$ cat src/sv/mwlc_pkg.sv
// Package for the median window calibration unit.
// Shared constants, transaction structs, config indexes and cell control.
// No dependencies.
`default_nettype none

package mwlc_pkg;

  localparam int WINDOW_DEPTH = 16;
  localparam int SAMPLE_BITS  = 10;
  localparam int SLOT_BITS    = $clog2(WINDOW_DEPTH);
  localparam int CNT_BITS     = $clog2(WINDOW_DEPTH + 1);
  localparam logic [CNT_BITS-1:0] MEDIAN_RANK = CNT_BITS'(WINDOW_DEPTH / 2);
  localparam logic [SLOT_BITS-1:0] LAST_SLOT  = SLOT_BITS'(WINDOW_DEPTH - 1);

  localparam logic [15:0] INTERVAL_RESET = 16'd1000;
  localparam logic [31:0] SLOPE_RESET    = 32'h0001_0000;
  localparam logic [31:0] OFFSET_RESET   = 32'h0000_0000;

  typedef enum logic [1:0] {
    CFG_SAMPLE_INTERVAL = 2'd0,
    CFG_GAIN_SLOPE      = 2'd1,
    CFG_ZERO_OFFSET     = 2'd2
  } cfg_index_t;

  typedef enum logic {
    MODE_TICK = 1'b0,
    MODE_READ = 1'b1
  } mode_t;

  typedef struct packed {
    logic                   mode;
    logic [SAMPLE_BITS-1:0] adc_sample;
  } in_t;

  typedef struct packed {
    logic               sample_taken;
    logic               window_ready;
    logic               value_valid;
    logic signed [15:0] scaled_value;
  } out_t;

  typedef struct packed {
    logic load;   // copy own sample into the rotating register, clear counts
    logic rank;   // compare against passing sample and rotate
  } cell_ctrl_t;

endpackage

`default_nettype wire

$ cat src/sv/mwlc_cell.sv
// One window cell: holds a stored sample and ranks it against samples
// that rotate through the chain. Depends on mwlc_pkg.
`default_nettype none

module mwlc_cell (
  input  wire logic                           clk,
  input  wire logic                           rst,
  input  wire logic                           wr_en,
  input  wire logic [mwlc_pkg::SAMPLE_BITS-1:0] wr_data,
  input  wire mwlc_pkg::cell_ctrl_t           ctrl,
  input  wire logic [mwlc_pkg::SAMPLE_BITS-1:0] rot_in,
  output logic      [mwlc_pkg::SAMPLE_BITS-1:0] rot_out,
  output logic      [mwlc_pkg::SAMPLE_BITS-1:0] sample,
  output logic                                hit
);
  import mwlc_pkg::*;

  logic [CNT_BITS-1:0] below;
  logic [CNT_BITS-1:0] upto;

  always_ff @(posedge clk) begin
    if (rst) begin
      sample <= '0;
    end else if (wr_en) begin
      sample <= wr_data;
    end
  end

  always_ff @(posedge clk) begin
    if (ctrl.load) begin
      rot_out <= sample;
      below   <= '0;
      upto    <= '0;
    end else if (ctrl.rank) begin
      rot_out <= rot_in;
      if (rot_out < sample) begin
        below <= below + 1'b1;
      end
      if (rot_out <= sample) begin
        upto <= upto + 1'b1;
      end
    end
  end

  assign hit = (below <= MEDIAN_RANK) && (MEDIAN_RANK < upto);

endmodule

`default_nettype wire

$ cat src/sv/mwlc_scale.sv
// Calibration pipeline: offset + slope * median in Q16.16, truncate
// toward zero, saturate to 16 bits signed. Depends on mwlc_pkg.
`default_nettype none

module mwlc_scale (
  input  wire logic                             clk,
  input  wire logic                             rst,
  input  wire logic                             start,
  input  wire logic [mwlc_pkg::SAMPLE_BITS-1:0] median,
  input  wire logic signed [31:0]               slope,
  input  wire logic signed [31:0]               offset,
  output logic                                  done,
  output logic signed [15:0]                    value
);
  import mwlc_pkg::*;

  localparam int PROD_BITS  = 32 + SAMPLE_BITS + 1;
  localparam int SUM_BITS   = PROD_BITS + 1;
  localparam int WHOLE_BITS = SUM_BITS - 16;

  logic [3:0]                   stage_v;
  logic signed [PROD_BITS-1:0]  prod;
  logic signed [SUM_BITS-1:0]   sum;
  logic signed [WHOLE_BITS-1:0] whole;
  logic signed [WHOLE_BITS-1:0] whole_next;
  logic signed [15:0]           sat_next;

  always_comb begin
    whole_next = WHOLE_BITS'(sum >>> 16);
    if (sum[SUM_BITS-1] && (sum[15:0] != 16'd0)) begin
      whole_next = whole_next + WHOLE_BITS'(1);
    end
  end

  always_comb begin
    if (whole > WHOLE_BITS'(32767)) begin
      sat_next = 16'sh7FFF;
    end else if (whole < -WHOLE_BITS'(32768)) begin
      sat_next = -16'sh8000;
    end else begin
      sat_next = whole[15:0];
    end
  end

  always_ff @(posedge clk) begin
    if (rst) begin
      stage_v <= '0;
    end else begin
      stage_v <= {stage_v[2:0], start};
    end
    prod  <= slope * $signed({1'b0, median});
    sum   <= SUM_BITS'(offset) + SUM_BITS'(prod);
    whole <= whole_next;
    value <= sat_next;
  end

  assign done = stage_v[3];

endmodule

`default_nettype wire

$ cat src/sv/median_window_linear_calibration_unit.sv
// Median window with linear calibration. In a tick transaction (mode 0) the
// tick is counted, the sample may be stored, and the result is staged for the
// output register. A read transaction (mode 1) ranks the window in a chain of
// WINDOW_DEPTH cells, one rotation step per cycle; the rank rotation is
// followed by the median pick and a four-stage multiply/add/truncate/saturate
// pipeline. One transaction is in flight at a time; a new one is accepted
// while the previous result waits in the output register. Configuration
// writes are always ready. Depends on mwlc_pkg, mwlc_cell and mwlc_scale.
`default_nettype none

module median_window_linear_calibration_unit (
  input  wire logic           clk,
  input  wire logic           rst,
  input  wire logic           in_valid,
  output logic                in_stall,
  input  wire mwlc_pkg::in_t  in_data,
  output logic                out_valid,
  input  wire logic           out_stall,
  output mwlc_pkg::out_t      out_data,
  input  wire logic           cfg_valid,
  output logic                cfg_ready,
  input  wire logic [1:0]     cfg_index,
  input  wire logic [31:0]    cfg_data
);
  import mwlc_pkg::*;

  typedef enum logic [2:0] {
    ST_IDLE,
    ST_RANK,
    ST_PICK,
    ST_SCALE,
    ST_EMIT
  } state_t;

  state_t state;

  logic [15:0]        sample_interval;
  logic signed [31:0] gain_slope;
  logic signed [31:0] zero_offset;

  logic [SLOT_BITS-1:0] write_slot;
  logic                 ready_mark;
  logic [15:0]          elapsed_ticks;
  logic [SLOT_BITS-1:0] rank_cnt;

  logic [SAMPLE_BITS-1:0] median;
  logic                   scale_start;
  logic                   scale_done;
  logic signed [15:0]     scale_value;
  out_t                   res;

  logic accept;
  logic accept_tick;
  logic accept_read;
  logic [15:0] ticks_inc;
  logic        store;
  logic        wrap;
  cell_ctrl_t  ctrl;
  logic        out_free;

  logic [SAMPLE_BITS-1:0] rot   [WINDOW_DEPTH];
  logic [SAMPLE_BITS-1:0] cells [WINDOW_DEPTH];
  logic [WINDOW_DEPTH-1:0] hits;
  logic [SAMPLE_BITS-1:0] median_next;

  assign in_stall    = (state != ST_IDLE);
  assign cfg_ready   = 1'b1;
  assign accept      = in_valid && !in_stall;
  assign accept_tick = accept && (in_data.mode == MODE_TICK);
  assign accept_read = accept && (in_data.mode == MODE_READ);
  assign ticks_inc   = (elapsed_ticks == 16'hFFFF) ? elapsed_ticks : elapsed_ticks + 16'd1;
  assign store       = ticks_inc >= sample_interval;
  assign wrap        = (write_slot == LAST_SLOT);
  assign out_free    = !out_valid || !out_stall;

  always_comb begin
    ctrl.load = accept_read;
    ctrl.rank = (state == ST_RANK);
  end

  for (genvar i = 0; i < WINDOW_DEPTH; i++) begin : g_cell
    mwlc_cell u_cell (
      .clk     (clk),
      .rst     (rst),
      .wr_en   (accept_tick && store && (write_slot == SLOT_BITS'(i))),
      .wr_data (in_data.adc_sample),
      .ctrl    (ctrl),
      .rot_in  (rot[(i + WINDOW_DEPTH - 1) % WINDOW_DEPTH]),
      .rot_out (rot[i]),
      .sample  (cells[i]),
      .hit     (hits[i])
    );
  end

  // all hitting cells hold the same value
  always_comb begin
    median_next = '0;
    for (int i = 0; i < WINDOW_DEPTH; i++) begin
      median_next = median_next | (hits[i] ? cells[i] : '0);
    end
  end

  mwlc_scale u_scale (
    .clk    (clk),
    .rst    (rst),
    .start  (scale_start),
    .median (median),
    .slope  (gain_slope),
    .offset (zero_offset),
    .done   (scale_done),
    .value  (scale_value)
  );

  always_ff @(posedge clk) begin
    if (rst) begin
      sample_interval <= INTERVAL_RESET;
      gain_slope      <= SLOPE_RESET;
      zero_offset     <= OFFSET_RESET;
    end else if (cfg_valid && cfg_ready) begin
      case (cfg_index)
        CFG_SAMPLE_INTERVAL: sample_interval <= cfg_data[15:0];
        CFG_GAIN_SLOPE:      gain_slope      <= cfg_data;
        CFG_ZERO_OFFSET:     zero_offset     <= cfg_data;
        default: ;
      endcase
    end
  end

  always_ff @(posedge clk) begin
    if (rst) begin
      state         <= ST_IDLE;
      write_slot    <= '0;
      ready_mark    <= 1'b0;
      elapsed_ticks <= '0;
      rank_cnt      <= '0;
      scale_start   <= 1'b0;
      out_valid     <= 1'b0;
    end else begin
      scale_start <= 1'b0;
      if (out_valid && !out_stall && (state != ST_EMIT)) begin
        out_valid <= 1'b0;
      end
      case (state)
        ST_IDLE: begin
          if (accept_tick) begin
            res.value_valid  <= 1'b0;
            res.scaled_value <= '0;
            res.sample_taken <= store;
            res.window_ready <= ready_mark || (store && wrap);
            if (store) begin
              elapsed_ticks <= '0;
              write_slot    <= wrap ? '0 : write_slot + 1'b1;
              if (wrap) begin
                ready_mark <= 1'b1;
              end
            end else begin
              elapsed_ticks <= ticks_inc;
            end
            state <= ST_EMIT;
          end else if (accept_read) begin
            res.value_valid  <= 1'b1;
            res.sample_taken <= 1'b0;
            res.window_ready <= ready_mark;
            ready_mark       <= 1'b0;
            rank_cnt         <= '0;
            state            <= ST_RANK;
          end
        end
        ST_RANK: begin
          rank_cnt <= rank_cnt + 1'b1;
          if (rank_cnt == LAST_SLOT) begin
            state <= ST_PICK;
          end
        end
        ST_PICK: begin
          median      <= median_next;
          scale_start <= 1'b1;
          state       <= ST_SCALE;
        end
        ST_SCALE: begin
          if (scale_done) begin
            res.scaled_value <= scale_value;
            state            <= ST_EMIT;
          end
        end
        ST_EMIT: begin
          if (out_free) begin
            out_data  <= res;
            out_valid <= 1'b1;
            state     <= ST_IDLE;
          end
        end
        default: state <= ST_IDLE;
      endcase
    end
  end

  a_median_found: assert property (@(posedge clk) disable iff (rst)
    (state == ST_PICK) |-> ($countones(hits) >= 1))
    else $error("no cell ranks as median");

  a_store_restarts: assert property (@(posedge clk) disable iff (rst)
    (accept_tick && store) |=> (elapsed_ticks == 16'd0))
    else $error("tick counter not restarted after store");

  a_read_clears_ready: assert property (@(posedge clk) disable iff (rst)
    accept_read |=> !ready_mark)
    else $error("ready flag not cleared by read");

  a_emit_kind: assert property (@(posedge clk) disable iff (rst)
    (state == ST_EMIT && res.value_valid) |-> !res.sample_taken)
    else $error("read result marked as stored sample");

endmodule

`default_nettype wire

$ cat config.mk
export PLATFORM = sky130hd
export DESIGN_NAME = median_window_linear_calibration_unit
export DESIGN_NICKNAME = d
export VERILOG_FILES = /design/src/sv/mwlc_pkg.sv /design/src/sv/mwlc_cell.sv /design/src/sv/mwlc_scale.sv /design/src/sv/median_window_linear_calibration_unit.sv
export SDC_FILE = /design/constraint.sdc
export NUM_CORES = 2
export LEC_CHECK = 0
export ABC_AREA = 1
export BUFFER_PORTS_ARGS = -buffer_cell sky130_fd_sc_hd__buf_2
export CORE_ASPECT_RATIO = 0.8
export CORE_MARGIN = 5
export CORE_UTILIZATION = 35
export CTS_BUF_LIST = sky130_fd_sc_hd__clkbuf_16
export DETAILED_ROUTE_END_ITERATION = 12
export HOLD_SLACK_MARGIN = 0.02
export SLEW_MARGIN = 20
export SYNTH_ARGS = -nofsm -noshare
export SYNTH_HDL_FRONTEND = slang
export SYNTH_HIERARCHICAL = 1
export SYNTH_SLANG_ARGS = --single-unit
$ cat constraint.sdc
create_clock -name clk -period 7.27 [get_ports clk]
set_input_delay 0.3635 -clock clk [delete_from_list [all_inputs] [get_ports clk]]
set_output_delay 0.3635 -clock clk [all_outputs]
set_load 0.005 [all_outputs]
==> results.json <==
{
  "syn_to_final_growth_pct": 10.8,
  "clockPowerShare_pct": 26.1,
  "slowest_delay_ns": 1.03,
  "wl_mm": 154,
  "synth_edf_count": 208,
  "sw_frac_of_total_pct": 40.0,
  "status": "completed",
  "reg2reg_to": "u_scale/prod[28]",
  "leakage_nw": 28.6,
  "cts.sinks": 773,
  "drcViolationCount": 0,
  "async_reset_ff_share_pct": 0,
  "fmax_mhz": 167,
  "cp-start-kind": "flop",
  "fin_cells": 9291,
  "ff2ff_path_depth": 18,
  "grt_usage_pct": 18.9,
  "synth_simple_gate_area_share_pct": 26.1,
  "cts-htree-levels": 3,
  "avgSynthCellArea_sq_um": 7.46,
  "dp_cells": 9087,
  "gp_congestion": 0.937,
  "die_height_microns": 359,
  "postCtsSetupRepairBufs": 0,
  "syn_inst": 7144,
  "ys_seq_area_share_pct": 32.9,
  "synthXorXnorAreaFrac_pct": 1.89,
  "fin_nets": 7887,
  "comb_power_share_pct": 34.9,
  "timing.slew.headroom_pct": 30.6,
  "die_width_microns": 446,
  "timing.rr.start": "median[4]",
  "fin_skew_ns": 0.0444,
  "cp.required_ns": 7.86,
  "cp.arrival_ns": 6.57,
  "yosys-top-cells-area": "dfxtp_1 (21%), nand2_1 (14%), edfxtp_1 (12%), fa_1 (10%), inv_1 (9.1%)",
  "yosysMostFrequentCell": "nand2_1",
  "antenna_found_initial": 15,
  "rrSetupSlack_ns": 1.29,
  "synth-compound-area-share_pct": 9.02,
  "power_density_nw_per_um2": 283,
  "grt_overflow": 0,
  "yosysTopAreaCell": "dfxtp_1",
  "min_period_ns": 5.98,
  "worstHoldPathType": "in -> reg",
  "boundaryPins": 72,
  "synth_cell_type_count": 55,
  "numPortBuffers": 70,
  "vias_per_cell": 4.87,
  "hold_viol_final": 0,
  "p_int_mw": 10.0,
  "synthAdderAreaFrac_pct": 18.9,
  "clk_latency_ns": 0.72,
  "rsz0062_at_grt": "no",
  "die_area_sq_um": 160000,
  "synthMuxAreaShare_pct": 0,
  "syn_area_sq_um": 53300,
  "startpoint": "median[4]",
  "critPathCaptureType": "flop",
  "cpMostUsedCell": "fa_1",
  "path_cells": "buf_4, nand2_1, fa_1, fa_1, fa_1, inv_1, fa_1, inv_1, fa_1, inv_1, ha_1, nand2_1, nor2_1, nand4_1, nor2_1, o21ai_0, nand4_1, nand2_1",
  "rows": 128,
  "cts_tree": "yes",
  "synth_top_area_share_pct": 21.2,
  "grt_max_degree": 87,
  "synth_top_cells_by_count": "nand2_1 (2037), inv_1 (1297), nor2_1 (708)",
  "worst_pin_slew_ns": 1.04,
  "synth_top_family_by_area": "simple AND/OR/NAND/NOR gates",
  "grt_pass1_vias": 42600,
  "drv_cap": 0,
  "finalCritPeriodShare_pct": 82.2,
  "grt_pass1_wl_mm": 241,
  "antenna_left": 0,
  "seq_power_share_pct": 39.0,
  "firstDrtPassIters": 6,
  "drv_slew": 0,
  "hold_buffers": 34,
  "ys_ff_latch": 773,
  "cts.path.max_buffers": 3,
  "worstPathMaxFanout": 25,
  "core_area_sq_um": 152000,
  "ys_warn_count": 6,
  "initial_utilization_pct": 35.1,
  "drive_above_1_share_pct": 7.07,
  "ctsResizeCount": 0,
  "synth_flop_cell": "dfxtp_1",
  "root_buffer": "clkbuf_16",
  "worstSetupEndpoint": "u_scale/prod[28]",
  "fin_area_sq_um": 59100,
  "numCtsBuffers": 88,
  "post-dp-hpwl_mm": 120,
  "syn_nets": 7835,
  "path_clk_slew_ns": 0.06,
  "setup_violations": 0,
  "dpl_cell_area_sq_um": 55900,
  "num_vias": 45300,
  "cp_slowest_cell": "edfxtp_1",
  "wl_per_cell_microns": 16.6,
  "vdd_drop_max_v": 0.000202,
  "drt_iter0_drc": 3898,
  "switchingPower_mw": 6.68,
  "crit_type": "reg -> reg",
  "fin_tns_setup_ns": 0
}
power groups by stage:
stage	logic (mW)	clock network (mW)	registers [mW]
floorplan	4.44	0	6.15
global placement	5.65	0	6.55
detailed placement	5.79	0	6.57
CTS	5.83	4.47	6.50
global route	6.71	4.65	6.62
finish	5.84	4.35	6.52
through the flow:
| step | total power [mW] | hold slack, ns | setup WS [ns] | utilization (%) |
|---|---|---|---|---|
| after floorplan | 10.6 | 0.388 | 2.46 | - |
| after global placement | 12.2 | 0.376 | 1.48 | 36.8 |
| after detailed placement | 12.4 | 0.387 | 1.39 | 36.8 |
| after CTS | 16.8 | 0.0503 | 1.41 | 38.9 |
| after global routing | 18.0 | 0.0792 | 1.05 | 38.9 |
| final | 16.7 | 0.100 | 1.29 | 38.9 |
how the worst min path moves through the flow:
stage                            startpoint                 end  slack [ns]  depth (start not counted)
after global placement    u_scale/whole[27]   u_scale/value[15]        0.38                          0
after detailed placement  u_scale/whole[27]   u_scale/value[15]        0.39                          0
after global routing            in_data[10]       write_slot[2]        0.08                          4
after CTS                       in_data[10]       write_slot[2]        0.05                          4
after floorplan                 scale_start  u_scale/stage_v[0]        0.39                          2
final                           in_data[10]       write_slot[3]        0.10                          4
layout by cell type, fill, tap and decap left out, types with 37 or more instances in the layout:
| master | synthesis | routed |
|---|---|---|
| a211oi_1 | 148 | 148 |
| a21oi_1 | 292 | 292 |
| buf_2 | 39 | 69 |
| buf_4 | 1 | 37 |
| clkbuf_16 | 0 | 91 |
| dfxtp_1 | 565 | 565 |
| edfxtp_1 | 208 | 208 |
| fa_1 | 274 | 274 |
| ha_1 | 367 | 367 |
| inv_1 | 1297 | 1316 |
| inv_2 | 50 | 50 |
| nand2_1 | 2037 | 2037 |
| nand3_1 | 242 | 242 |
| nand3_2 | 40 | 40 |
| nand4_1 | 66 | 66 |
| nor2_1 | 708 | 706 |
| o21ai_0 | 232 | 232 |
| xor2_1 | 89 | 89 |
cell type report:
type / instances / area (sq um)
clock buffers: 91 / 2280
flip-flops and latches: 773 / 17600
repair buffers: 141 / 975
clock inverters: 71 / 528
multi-input cells: 4813 / 30000
fillers: 15600 / 92800
diodes: 8 / 20.0
well taps: 2015 / 2520
inverters: 1379 / 5200
cells by family after synthesis:
group,count (synthesis)
AND/OR/NAND/NOR,3270
XOR/XNOR,115
flip-flops,773
other,1
AO/OA/AOI/OAI,786
adder cells (fa/ha/maj),641
buffers and inverters,1558
sequential cells by signal, summed over array words and instances, names as in the netlist, 28 cells and up:
| signal | count |
|---|---|
| u_scale/whole | 28 |
| gain_slope | 32 |
| u_scale/prod | 43 |
| g_cell.u_cell/upto | 80 |
| u_scale/sum | 44 |
| g_cell.u_cell/below | 80 |
| g_cell.u_cell/rot_out | 160 |
| g_cell.u_cell/sample | 160 |
| zero_offset | 32 |
worst max-delay path: cells and delay by family (launching register included):
kind	cells	cell delay [ns]
buffers and inverters	4	0.47
adders and majority gates	6	2.93
AOI/OAI and AO/OA	1	0.28
DFF	1	1.03
and+or+nand+nor	7	1.17
per-layer routing:
layer	track usage, %	share of wire (%)	vias to the layer above
met5	0	0.0045	-
met4	4.61	2.4	2
met3	3.17	7.5	213
met2	27.7	41	1322
met1	28.6	49	21400
li1	-	-	22400
Power figures use the tool's default switching activity.
